**src/rtl/core/rbs_pkg.sv**
```systemverilog
package rbs_pkg;

    // Field widths of the transactions and of the limit register.
    localparam int TOTAL_W = 32;
    localparam int RETRY_W = 4;
    localparam int IDX_W   = 5;
    localparam int LIMIT_W = 20;
    localparam int IVL_W   = 32;

    // Default retry saturation point.
    localparam int MAX_RETRIES_DEF = 15;

    // Value of the lower limit after reset, in microseconds.
    localparam logic [LIMIT_W-1:0] LOWER_LIMIT_RESET = LIMIT_W'(300000);

    // The restoring divider retires one quotient bit per cycle.
    localparam int DIV_STEPS = TOTAL_W;
    localparam int CNT_W     = $clog2(DIV_STEPS);

    // Commands from the controller to the datapath.
    typedef struct packed {
        logic             load;
        logic             div_step;
        logic             init_emit;
        logic             emit;
        logic [IDX_W-1:0] num;
        logic [IDX_W-1:0] index;
        logic             last;
    } rbs_cmd_t;

    // Status from the datapath to the controller.
    typedef struct packed {
        logic out_free;
    } rbs_stat_t;

endpackage

```
**src/rtl/core/rbs_if.sv**
```systemverilog
// Input channel: one budget and retry count per transaction.
interface rbs_in_if
    import rbs_pkg::*;
();
    logic               valid;
    logic               ready;
    logic [TOTAL_W-1:0] total_usec;
    logic [RETRY_W-1:0] retry_count;

    modport source (output valid, output total_usec, output retry_count, input ready);
    modport sink   (input valid, input total_usec, input retry_count, output ready);
endinterface

// Output channel: one retry interval per transfer, with a run of intervals per transaction.
interface rbs_out_if
    import rbs_pkg::*;
();
    logic             valid;
    logic             ready;
    logic [IVL_W-1:0] interval_usec;
    logic [IDX_W-1:0] interval_index;
    logic             last;

    modport source (output valid, output interval_usec, output interval_index,
                    output last, input ready);
    modport sink   (input valid, input interval_usec, input interval_index,
                    input last, output ready);
endinterface

```
**src/rtl/core/rbs_ctrl.sv**
```systemverilog
module rbs_ctrl
    import rbs_pkg::*;
#(
    parameter int MAX_RETRIES = MAX_RETRIES_DEF
) (
    input  logic               clk,
    input  logic               rst_n,
    input  logic               in_valid,
    input  logic [RETRY_W-1:0] retry_count,
    output logic               in_ready,
    input  rbs_stat_t          stat,
    output rbs_cmd_t           cmd
);

    localparam logic [1:0] ST_IDLE = 2'd0;
    localparam logic [1:0] ST_DIV  = 2'd1;
    localparam logic [1:0] ST_INIT = 2'd2;
    localparam logic [1:0] ST_EMIT = 2'd3;

    logic [1:0]       state_reg, state_next;
    logic [CNT_W-1:0] cnt_reg, cnt_next;
    logic [IDX_W-1:0] idx_reg, idx_next;
    logic [IDX_W-1:0] n_reg, n_next;
    logic [IDX_W-1:0] retry_sat;

    // Saturate the retry count; the run has one more interval than retries.
    always_comb
    begin
        retry_sat = IDX_W'(retry_count);
        if (retry_sat > IDX_W'(MAX_RETRIES))
        begin
            retry_sat = IDX_W'(MAX_RETRIES);
        end
    end

    // Sequencer: load, divide, set up the doubling, then emit intervals.
    always_comb
    begin
        state_next    = state_reg;
        cnt_next      = cnt_reg;
        idx_next      = idx_reg;
        n_next        = n_reg;
        in_ready      = 1'b0;
        cmd.load      = 1'b0;
        cmd.div_step  = 1'b0;
        cmd.init_emit = 1'b0;
        cmd.emit      = 1'b0;
        cmd.num       = retry_sat + IDX_W'(1);
        cmd.index     = idx_reg;
        cmd.last      = (idx_reg == n_reg);
        case (state_reg)
            ST_IDLE:
            begin
                in_ready = 1'b1;
                if (in_valid)
                begin
                    cmd.load   = 1'b1;
                    n_next     = retry_sat + IDX_W'(1);
                    cnt_next   = '0;
                    state_next = ST_DIV;
                end
            end
            ST_DIV:
            begin
                cmd.div_step = 1'b1;
                cnt_next     = cnt_reg + CNT_W'(1);
                if (cnt_reg == CNT_W'(DIV_STEPS - 1))
                begin
                    state_next = ST_INIT;
                end
            end
            ST_INIT:
            begin
                cmd.init_emit = 1'b1;
                idx_next      = IDX_W'(1);
                state_next    = ST_EMIT;
            end
            ST_EMIT:
            begin
                if (stat.out_free)
                begin
                    cmd.emit = 1'b1;
                    idx_next = idx_reg + IDX_W'(1);
                    if (idx_reg == n_reg)
                    begin
                        state_next = ST_IDLE;
                    end
                end
            end
            default:
            begin
                state_next = ST_IDLE;
            end
        endcase
    end

    // Controller registers.
    always_ff @(posedge clk or negedge rst_n)
    begin
        if (!rst_n)
        begin
            state_reg <= ST_IDLE;
            cnt_reg   <= '0;
            idx_reg   <= '0;
            n_reg     <= '0;
        end
        else
        begin
            state_reg <= state_next;
            cnt_reg   <= cnt_next;
            idx_reg   <= idx_next;
            n_reg     <= n_next;
        end
    end

endmodule

```
**src/rtl/core/rbs_datapath.sv**
```systemverilog
module rbs_datapath
    import rbs_pkg::*;
(
    input  logic               clk,
    input  logic               rst_n,
    input  logic               cfg_wr_en,
    input  logic [LIMIT_W-1:0] cfg_wr_data,
    input  logic [TOTAL_W-1:0] total_usec,
    input  rbs_cmd_t           cmd,
    output rbs_stat_t          stat,
    input  logic               out_ready,
    output logic               out_valid,
    output logic [IVL_W-1:0]   interval_usec,
    output logic [IDX_W-1:0]   interval_index,
    output logic               last
);

    logic [LIMIT_W-1:0] lower_limit_reg;
    logic [TOTAL_W-1:0] total_reg;
    logic [TOTAL_W-1:0] divisor_reg;
    logic [TOTAL_W-1:0] rem_reg;
    logic [TOTAL_W-1:0] quo_reg;
    logic [TOTAL_W-1:0] step_reg, step_next;
    logic               step_ovf_reg, step_ovf_next;
    logic [TOTAL_W-1:0] remain_reg, remain_next;
    logic               spent_reg, spent_next;
    logic               out_valid_reg;
    logic [IVL_W-1:0]   ivl_reg, ivl_next;
    logic [IDX_W-1:0]   index_reg;
    logic               last_reg;

    logic [TOTAL_W:0]   partial;
    logic [TOTAL_W:0]   trial;
    logic [TOTAL_W-1:0] limit_ext;

    // Lower limit register; the user must write it only while the block is idle, the block itself does not enforce it.
    always_ff @(posedge clk or negedge rst_n)
    begin
        if (!rst_n)
        begin
            lower_limit_reg <= LOWER_LIMIT_RESET;
        end
        else if (cfg_wr_en)
        begin
            lower_limit_reg <= cfg_wr_data;
        end
    end

    // One restoring division step: shift in the next dividend bit and trial subtract.
    assign partial = {rem_reg, quo_reg[TOTAL_W-1]};
    assign trial   = partial - {1'b0, divisor_reg};

    always_ff @(posedge clk)
    begin
        if (cmd.load)
        begin
            total_reg   <= total_usec;
            quo_reg     <= total_usec;
            rem_reg     <= '0;
            divisor_reg <= ~({TOTAL_W{1'b1}} << cmd.num);
        end
        else if (cmd.div_step)
        begin
            if (!trial[TOTAL_W])
            begin
                rem_reg <= trial[TOTAL_W-1:0];
                quo_reg <= {quo_reg[TOTAL_W-2:0], 1'b1};
            end
            else
            begin
                rem_reg <= partial[TOTAL_W-1:0];
                quo_reg <= {quo_reg[TOTAL_W-2:0], 1'b0};
            end
        end
    end

    // Next interval from the doubling step, the lower limit and the budget left.
    assign limit_ext = TOTAL_W'(lower_limit_reg);

    always_comb
    begin
        ivl_next      = '0;
        remain_next   = remain_reg;
        spent_next    = spent_reg;
        step_next     = step_reg << 1;
        step_ovf_next = step_ovf_reg | step_reg[TOTAL_W-1];
        if (spent_reg)
        begin
            ivl_next = '0;
        end
        else if (!step_ovf_reg && (step_reg < limit_ext))
        begin
            ivl_next = IVL_W'(limit_ext);
            if (limit_ext >= remain_reg)
            begin
                spent_next = 1'b1;
            end
            else
            begin
                remain_next = remain_reg - limit_ext;
            end
        end
        else if (!step_ovf_reg && (remain_reg > step_reg))
        begin
            ivl_next    = IVL_W'(step_reg);
            remain_next = remain_reg - step_reg;
        end
        else
        begin
            ivl_next   = IVL_W'(remain_reg);
            spent_next = 1'b1;
        end
    end

    // Schedule state: the quotient seeds the doubling step.
    always_ff @(posedge clk)
    begin
        if (cmd.init_emit)
        begin
            step_reg     <= quo_reg;
            step_ovf_reg <= 1'b0;
            remain_reg   <= total_reg;
            spent_reg    <= (total_reg == '0);
        end
        else if (cmd.emit)
        begin
            step_reg     <= step_next;
            step_ovf_reg <= step_ovf_next;
            remain_reg   <= remain_next;
            spent_reg    <= spent_next;
        end
    end

    // Output register holds one result until the sink takes it.
    always_ff @(posedge clk or negedge rst_n)
    begin
        if (!rst_n)
        begin
            out_valid_reg <= 1'b0;
        end
        else if (cmd.emit)
        begin
            out_valid_reg <= 1'b1;
        end
        else if (out_ready)
        begin
            out_valid_reg <= 1'b0;
        end
    end

    always_ff @(posedge clk)
    begin
        if (cmd.emit)
        begin
            ivl_reg   <= ivl_next;
            index_reg <= cmd.index;
            last_reg  <= cmd.last;
        end
    end

    assign stat.out_free  = !out_valid_reg || out_ready;
    assign out_valid      = out_valid_reg;
    assign interval_usec  = ivl_reg;
    assign interval_index = index_reg;
    assign last           = last_reg;

endmodule

```
**src/rtl/core/retry_backoff_schedule_unit.sv**
```systemverilog
// An input transaction is loaded, then divided in 32 restoring divide steps, one quotient
// bit per cycle, then the doubling is set up before the first interval is emitted.
// A new transaction is taken only once the last interval of the run has been emitted.
// Intervals then leave one per cycle from a single output register while the sink is ready.
// Reset: rst_n is asynchronous, active low; it idles the controller, empties the
// output register and sets the lower limit to 300000 microseconds.
module retry_backoff_schedule_unit
    import rbs_pkg::*;
#(
    parameter int MAX_RETRIES = MAX_RETRIES_DEF
) (
    input  logic               clk,
    input  logic               rst_n,
    rbs_in_if.sink             in,
    rbs_out_if.source          out,
    input  logic               cfg_wr_en,
    input  logic [LIMIT_W-1:0] cfg_wr_data
);

    rbs_cmd_t  cmd;
    rbs_stat_t stat;

    rbs_ctrl #(
        .MAX_RETRIES (MAX_RETRIES)
    ) u_ctrl (
        .clk         (clk),
        .rst_n       (rst_n),
        .in_valid    (in.valid),
        .retry_count (in.retry_count),
        .in_ready    (in.ready),
        .stat        (stat),
        .cmd         (cmd)
    );

    rbs_datapath u_datapath (
        .clk            (clk),
        .rst_n          (rst_n),
        .cfg_wr_en      (cfg_wr_en),
        .cfg_wr_data    (cfg_wr_data),
        .total_usec     (in.total_usec),
        .cmd            (cmd),
        .stat           (stat),
        .out_ready      (out.ready),
        .out_valid      (out.valid),
        .interval_usec  (out.interval_usec),
        .interval_index (out.interval_index),
        .last           (out.last)
    );

    // A new interval never overwrites a result that is still waiting.
    a_no_overwrite: assert property (@(posedge clk) disable iff (!rst_n)
        cmd.emit |-> (!out.valid || out.ready))
        else $error("interval emitted over a pending result");

    // After an input transaction the block is busy with the division.
    a_busy_after_accept: assert property (@(posedge clk) disable iff (!rst_n)
        (in.valid && in.ready) |=> !in.ready)
        else $error("input accepted again right after a transaction");

    // Intervals are only emitted while no input can be taken.
    a_emit_not_idle: assert property (@(posedge clk) disable iff (!rst_n)
        cmd.emit |-> !in.ready)
        else $error("interval emitted while idle");

    // The first interval of a run carries index one.
    a_first_index: assert property (@(posedge clk) disable iff (!rst_n)
        cmd.init_emit |=> (cmd.index == IDX_W'(1)))
        else $error("run does not start at index one");

endmodule
```
**src/flat_wrapper.sv**
```systemverilog
// flat-port wrapper written by rule: the top's interface ports become plain ports
module retry_backoff_schedule_unit_flat import rbs_pkg::*;
#(
    parameter int MAX_RETRIES = MAX_RETRIES_DEF
)
  (clk, rst_n, cfg_wr_en, cfg_wr_data, in_valid, in_total_usec, in_retry_count, in_ready, out_valid, out_interval_usec, out_interval_index, out_last, out_ready);
  rbs_in_if in_i ();
  rbs_out_if out_i ();
  input  logic clk;
  input  logic rst_n;
  input  logic cfg_wr_en;
  input  logic [LIMIT_W-1:0] cfg_wr_data;
  input wire logic [$bits(in_i.valid)-1:0] in_valid;
  input wire logic [$bits(in_i.total_usec)-1:0] in_total_usec;
  input wire logic [$bits(in_i.retry_count)-1:0] in_retry_count;
  output wire logic [$bits(in_i.ready)-1:0] in_ready;
  output wire logic [$bits(out_i.valid)-1:0] out_valid;
  output wire logic [$bits(out_i.interval_usec)-1:0] out_interval_usec;
  output wire logic [$bits(out_i.interval_index)-1:0] out_interval_index;
  output wire logic [$bits(out_i.last)-1:0] out_last;
  input wire logic [$bits(out_i.ready)-1:0] out_ready;
  assign in_i.valid = in_valid;
  assign in_i.total_usec = in_total_usec;
  assign in_i.retry_count = in_retry_count;
  assign in_ready = in_i.ready;
  assign out_valid = out_i.valid;
  assign out_interval_usec = out_i.interval_usec;
  assign out_interval_index = out_i.interval_index;
  assign out_last = out_i.last;
  assign out_i.ready = out_ready;
  retry_backoff_schedule_unit #(.MAX_RETRIES(MAX_RETRIES)) u_core (.clk(clk), .rst_n(rst_n), .in(in_i), .out(out_i), .cfg_wr_en(cfg_wr_en), .cfg_wr_data(cfg_wr_data));
endmodule
```
**config.mk**
```make
export PLATFORM = sky130hd
export DESIGN_NAME = retry_backoff_schedule_unit_flat
export DESIGN_NICKNAME = d
export VERILOG_FILES = /design/src/rtl/core/rbs_pkg.sv /design/src/rtl/core/rbs_if.sv /design/src/rtl/core/rbs_ctrl.sv /design/src/rtl/core/rbs_datapath.sv /design/src/rtl/core/retry_backoff_schedule_unit.sv /design/src/flat_wrapper.sv
export SDC_FILE = /design/constraint.sdc
export NUM_CORES = 1
export LEC_CHECK = 0
export ABC_AREA = 1
export BUFFER_PORTS_ARGS = -buffer_cell sky130_fd_sc_hd__buf_2
export CORE_MARGIN = 2
export CORE_UTILIZATION = 40
export DETAILED_ROUTE_END_ITERATION = 10
export SLEW_MARGIN = 15
export SYNTH_ARGS = -nofsm -noshare
export SYNTH_HDL_FRONTEND = slang
export SYNTH_HIERARCHICAL = 1
export SYNTH_SLANG_ARGS = --single-unit
```
**constraint.sdc**
```tcl
create_clock -name clk -period 6.8 [get_ports clk]
set_input_delay 0 -clock clk [delete_from_list [all_inputs] [get_ports clk]]
set_output_delay 0 -clock clk [all_outputs]
set_load 0.01 [all_outputs]
```
* Yosys cells after proc, flatten, opt, wreduce, memory -nomap -nowiden
Cells that the tools add are included.
** Word-level totals
- Register bits :: 270
- Bits in latches :: 0
- RAM bits :: 0
- Memory bits (read-only) :: 0
- Word-level logic and storage cells :: 98
- Memories :: 0
** Operators by class
- Add/subtract/negate cells :: 6
- Multiply operators :: 0
- Divide/modulo/power cells :: 0
- $lt $le $gt $ge :: 3
- Equal/unequal tests :: 11
- Shifts and indexed selects :: 1
- Multiplexer cells :: 38
- Bitwise gates (word level) :: 2
- Reduce and logical (&&, ||, !) cells :: 19
** Operators with widths (number)
- 32-bit two-way mux :: 12
- 33-bit by 32-bit subtractor with 33-bit output :: 1
- 20-bit by 32-bit >= comparator with 1-bit output :: 1
- 32-bit > comparator :: 1
- 32-bit zero test :: 1
- 32-bit by 20-bit less-than comparator with 1-bit output :: 1
- 32-bit inverter :: 1
- 32-bit by 5-bit << shifter with 32-bit output, first input constant :: 1
- 32-bit by 20-bit subtractor with 32-bit output :: 1
- 32-bit subtractor :: 1
- 20-bit two-way mux :: 1
- 5-bit case mux with 2 select lines :: 2
- 1-bit two-way mux :: 16
- 5-bit by 1-bit adder with 5-bit output, second input constant :: 2
- 5-bit two-way mux :: 2
- 2-bit nonzero test :: 5
- 2-bit two-way mux :: 4
- 2-bit case mux with 4 select lines :: 1
- 4-bit AND reduction :: 2
- 2-bit != test, second input constant :: 3
- 2-bit AND reduction :: 3
- 4-bit by 1-bit adder with 5-bit output, second input constant :: 1
- 5-bit equality test :: 1
- 5-bit equality test, second input constant :: 1
- other kinds (11) :: 15

* Longest topological paths before layout
- Depth in word-level cells :: 7
- Mapped depth :: 18
- Mapped depth without buffers :: 18

* Cells and area by module
Netlist, hierarchy kept.
** By module, submodules not included
- rbs_datapath :: instances 1, cells each 2594, area each 17988.5 µm², seq. area each 7141.8 µm²
- rbs_ctrl :: instances 1, cells each 128, area each 1016.0 µm², seq. area each 425.4 µm²

* Least setup slack after synthesis
No wires, ideal clock.
- Kind :: reg2reg
- Start :: register u_core.u_ctrl.state_reg[0]
- End :: register u_core.u_datapath.quo_reg[0] (enable)
- Arrival :: 3.615 ns
- Required time :: 6.413 ns
- Path slack :: 2.798 ns
- Stages on the path, launching flop included :: 9
- Buffers on the path :: 2
- Clock period less this slack :: 4.002 ns
- Path through :: dfrtp_1 -> inv_1 -> ha_1 -> nand2_1 -> inv_1 -> clkbuf_1 -> nor2_1 -> clkbuf_1 -> inv_1
** RTL lines
- from (decl) :: RTL line rbs_ctrl.sv:20 : logic [1:0] state_reg, state_next;
- from (signal assigned) :: RTL line rbs_ctrl.sv:109 : state_reg <= state_next;
- to (signal assigned) :: RTL line rbs_datapath.sv:58 : quo_reg <= total_usec;
- to (signal assigned) :: RTL line rbs_datapath.sv:67 : quo_reg <= {quo_reg[TOTAL_W-2:0], 1'b1};
- to (signal assigned) :: RTL line rbs_datapath.sv:72 : quo_reg <= {quo_reg[TOTAL_W-2:0], 1'b0};
- to (decl) :: RTL line rbs_datapath.sv:22 : logic [TOTAL_W-1:0] quo_reg;

* Final worst setup path
- Start :: register u_core.u_datapath.step_reg[0]
- End :: register u_core.u_datapath.remain_reg[2] (enable)
** On the way
- Word-level cells in the longest chain between the ends :: 4
** Ends and longest elaborated chain
- from (decl) :: RTL line rbs_datapath.sv:23 : logic [TOTAL_W-1:0] step_reg, step_next;
- from (signal assigned) :: RTL line rbs_datapath.sv:120 : step_reg <= quo_reg;
- from (signal assigned) :: RTL line rbs_datapath.sv:127 : step_reg <= step_next;
- 32-bit by 20-bit less-than comparator with 1-bit output / 32-bit > comparator (equally long branches) :: RTL line rbs_datapath.sv:91, rbs_datapath.sv:103
- 1-bit logical AND, on equally long branches :: RTL line rbs_datapath.sv:91, rbs_datapath.sv:103
- 3-bit by 2-bit != test with 1-bit output (no source line) / 3-bit nonzero test (equally long branches)
- 4-bit AND reduction (no source line) (*)
- to (signal assigned) :: RTL line rbs_datapath.sv:122 : remain_reg <= total_reg;
- to (signal assigned) :: RTL line rbs_datapath.sv:129 : remain_reg <= remain_next;
- to (decl) :: RTL line rbs_datapath.sv:25 : logic [TOTAL_W-1:0] remain_reg, remain_next;
Mark *: on every way between the ends. The rest lies on a longest branch, timed or not.
A chain may end at the register's enable or synchronous reset.

==> results.py <==
metrics = {
    "status": {
        "status": "finished clean",
    },
    "power": {
        "p_int_mw": 6.08,
        "switching_share_pct": 50.1,
        "p_sw_mw": 6.11,
        "power.share.sequential_pct": 26.4,
        "p_per_area_nw_per_um2": 552,
        "combPwrFrac_pct": 59.0,
        "pwr-share-clk_pct": 14.6,
        "ir_drop_mv": 0.246,
        "power.leakage_nw": 11.2,
    },
    "cts": {
        "post_cts_resized": 0,
        "path_clk_slew_ps": 60,
        "clk_latency_ps": 600,
        "cts.sink_count": 269,
        "cts.path.max_buffers": 3,
        "numCtsBuffers": 31,
        "cts_tree": "yes",
        "htree_levels": 1,
        "ctsHoldBuffers": 92,
        "post_cts_buffers": 0,
        "cts-root-buf": "clkbuf_16",
    },
    "synth": {
        "synthSimpleGateAreaFrac_pct": 34.4,
        "synth_mux_area_share_pct": 0.0593,
        "async_flop_share_pct": 14.1,
        "syn_area_per_cell_sq_um": 6.98,
        "synth_xor_area_share_pct": 2.35,
        "synth_edf_count": 198,
        "synth_area_sq_um": 19000,
        "synthAdderAreaFrac_pct": 7.62,
        "seq_area_frac_synth_pct": 39.8,
        "ys_ff_latch": 269,
        "ys.warnings.count": 6,
        "synth_top_family_by_area": "simple AND/OR/NAND/NOR gates",
        "synth_flop_cell": "edfxtp_1",
        "ys_types": 43,
        "synth_cells": 2722,
        "synth-compound-area-share_pct": 5.23,
        "synth_nets": 2897,
    },
    "placed_design": {
        "place_inst": 3383,
        "post-place-ws_ps": 3190,
        "dpl.hpwl_mm": 46.4,
        "io_buffers": 100,
        "dpl_cell_area_sq_um": 20100,
        "gp_congestion": 0.966,
    },
    "critical_path": {
        "path_cells": "ha_1 -> fa_1 -> inv_1 -> nand3_1 -> nand3_1 -> nand2_1 -> nand2_2 -> nand2_1 -> nand2_2 -> nand2_2 -> nand2_4 -> nand2_4 -> nand3_2 -> nand2_1 -> nor2_2 -> buf_4",
        "r2r-start": "u_core/u_datapath/step_reg[0]",
        "worstSetupStartpointType": "register",
        "cp_top_family": "simple AND/OR/NAND/NOR gates",
        "regToRegSetupSlack_ps": 3180,
        "cp_num_buf_inv": 2,
        "end_kind": "register",
        "critical-path-max-stage-delay_ps": 430,
        "cp_data_arrival_time_ps": 3850,
        "crit_type": "register to register",
        "cp.required_ps": 7030,
        "crit_slowest_cell": "buf_4",
        "reg2reg_depth": 16,
        "cp_max_fo": 34,
        "r2r-end": "u_core/u_datapath/remain_reg[2]",
    },
    "min_path": {
        "whs_endpoint": "u_core/u_datapath/lower_limit_reg[17]",
        "hp-class": "input pin to register",
        "holdPathStages": 2,
        "worstHoldStart": "cfg_wr_en",
    },
    "timing": {
        "clock_skew_ps": 19.2,
        "setup_violations": 0,
        "finalCriticalPeriod_ps": 3620,
        "period_share_pct": 53.2,
        "maxSlewViolCount": 0,
        "slew_headroom_pct": 23.2,
        "worst_pin_slew_ps": 1150,
        "hold_viol": 0,
        "fmaxAchievable_mhz": 276,
        "rsz0062_at_grt": "false",
        "worst_slack_ps": 3180,
        "tns_ps": 0,
    },
    "global_routing": {
        "grt_overflow": 0,
        "grt_pass1_vias": 17100,
        "grt_pass1_wl_mm": 93.7,
        "antenna_found_initial": 2,
        "grt_max_degree": 64,
        "track_usage_pct": 24.0,
    },
    "route": {
        "drt_iter0_drc": 1404,
        "wire_per_inst_um": 16.9,
        "drc": 0,
        "num_vias": 17700,
        "viasPerCell": 5.00,
        "antenna_left": 0,
        "wl_mm": 59.8,
        "drtPass1Iterations": 5,
    },
    "floorplanning": {
        "dieArea_sq_um": 49300,
        "row_count": 79,
        "core_sq_um": 46800,
        "ios": 101,
        "fp.dieH_um": 222,
        "floorplan.initialDensity_pct": 40.6,
        "die_w_um": 222,
    },
    "cells_and_area": {
        "mostFrequentLayoutCells": "nand2_1 (1135), inv_1 (442), nand3_1 (211)",
        "fin_util_pct": 47.2,
        "final_cells": 3533,
        "antenna_cells": 0,
        "drive_above_1_share_pct": 7.59,
        "mostFrequentLayoutCell": "nand2_1",
        "design_area_sq_um": 22100,
        "syn_to_final_growth_pct": 16.2,
        "nNetsFinal": 3076,
    },
    "flow_run": {
        "max_cap_violations": 0,
    },
}
==> synth_stat cells, drive strengths merged (30+ instances only) <==
library cell	instances	share of area, %
nor2	158	3.4
clkbuf	34	0.67
dfrtp	30	4.0
o21ai	79	2.1
nand3	216	5.8
xor2	34	1.6
a21oi	93	2.5
edfxtp	198	31
inv	453	8.9
nand2	1152	23
dfxtp	33	3.5
ha	111	7.3
==> per-stage QoR <==
| stage | power, mW | hold slack, ps |
|---|---|---|
| floorplan | 8.29 | -296 |
| global placement | 10.2 | 191 |
| detailed placement | 10.3 | 193 |
| CTS | 12.2 | 0.593 |
| global route | 13.3 | 57.3 |
| finish | 12.2 | 30.4 |
==> power groups by stage <==
stage | clock network (mW) | registers, mW | logic (mW)
CTS | 1.82 | 3.21 | 7.14
detailed placement | 0 | 3.24 | 7.06
global placement | 0 | 3.20 | 7.04
global route | 1.87 | 3.29 | 8.12
finish | 1.78 | 3.22 | 7.19
floorplan | 0 | 3.11 | 5.18
==> worst register-to-register path: stages, from the launching register on <==
cell	delay, ps
edfxtp_1	380
ha_1	240
fa_1	420
inv_1	120
nand3_1	70
nand3_1	150
nand2_1	80
nand2_2	120
nand2_1	80
nand2_2	90
nand2_2	60
nand2_4	330
nand2_4	320
nand3_2	180
nand2_1	80
nor2_2	80
buf_4	430
==> routing by layer <==
layer	vias up	GRT usage [%]	wire length (um)
met3	76	2.32	2860
met4	4	6.39	1590
li1	8919	-	-
met5	-	0	24
met2	481	41.4	28100
met1	8200	32.2	27200
==> logic make-up (layout without fill, tap and decap cells) <==
kind of cell             count (synthesis)  after routing
AND/OR/NAND/NOR                       1590           1590
adder cells (fa/ha/maj)                114            114
AO/OA/AOI/OAI                          187            187
XOR/XNOR                                51             51
buffers and inverters                  510            714
flip-flops                             269            269
multiplexers                             1              1
==> cell type report <==
| type | instances | area (sq um) |
|---|---|---|
| clock inverter | 9 | 164 |
| tap | 607 | 759 |
| multi-input combinational | 1943 | 9470 |
| sequential | 269 | 7570 |
| clock buffer | 49 | 913 |
| timing repair buffer | 203 | 1500 |
| inverter | 453 | 1700 |
| fill | 4705 | 24700 |
==> how the worst max path moves through the flow <==
| stage | startpoint | endpoint | slack [ps] | cells past startpoint |
|---|---|---|---|---|
| 6_report | u_core/u_datapath/step_reg[0] | u_core/u_datapath/remain_reg[2] | 3180 | 16 |
| 5_1_grt | u_core/u_datapath/step_reg[0] | u_core/u_datapath/remain_reg[6] | 2980 | 16 |
| 4_1_cts | u_core/u_datapath/step_reg[0] | u_core/u_datapath/remain_reg[2] | 3170 | 16 |
| 3_5_place_dp | u_core/u_datapath/step_reg[0] | u_core/u_datapath/remain_reg[3] | 3190 | 16 |
| 3_3_place_gp | u_core/u_datapath/step_reg[0] | u_core/u_datapath/remain_reg[3] | 3200 | 16 |
| 2_1_floorplan | u_core/u_ctrl/state_reg[0] | u_core/u_datapath/quo_reg[0] | 2800 | 8 |
Power figures use the tool's default switching activity.
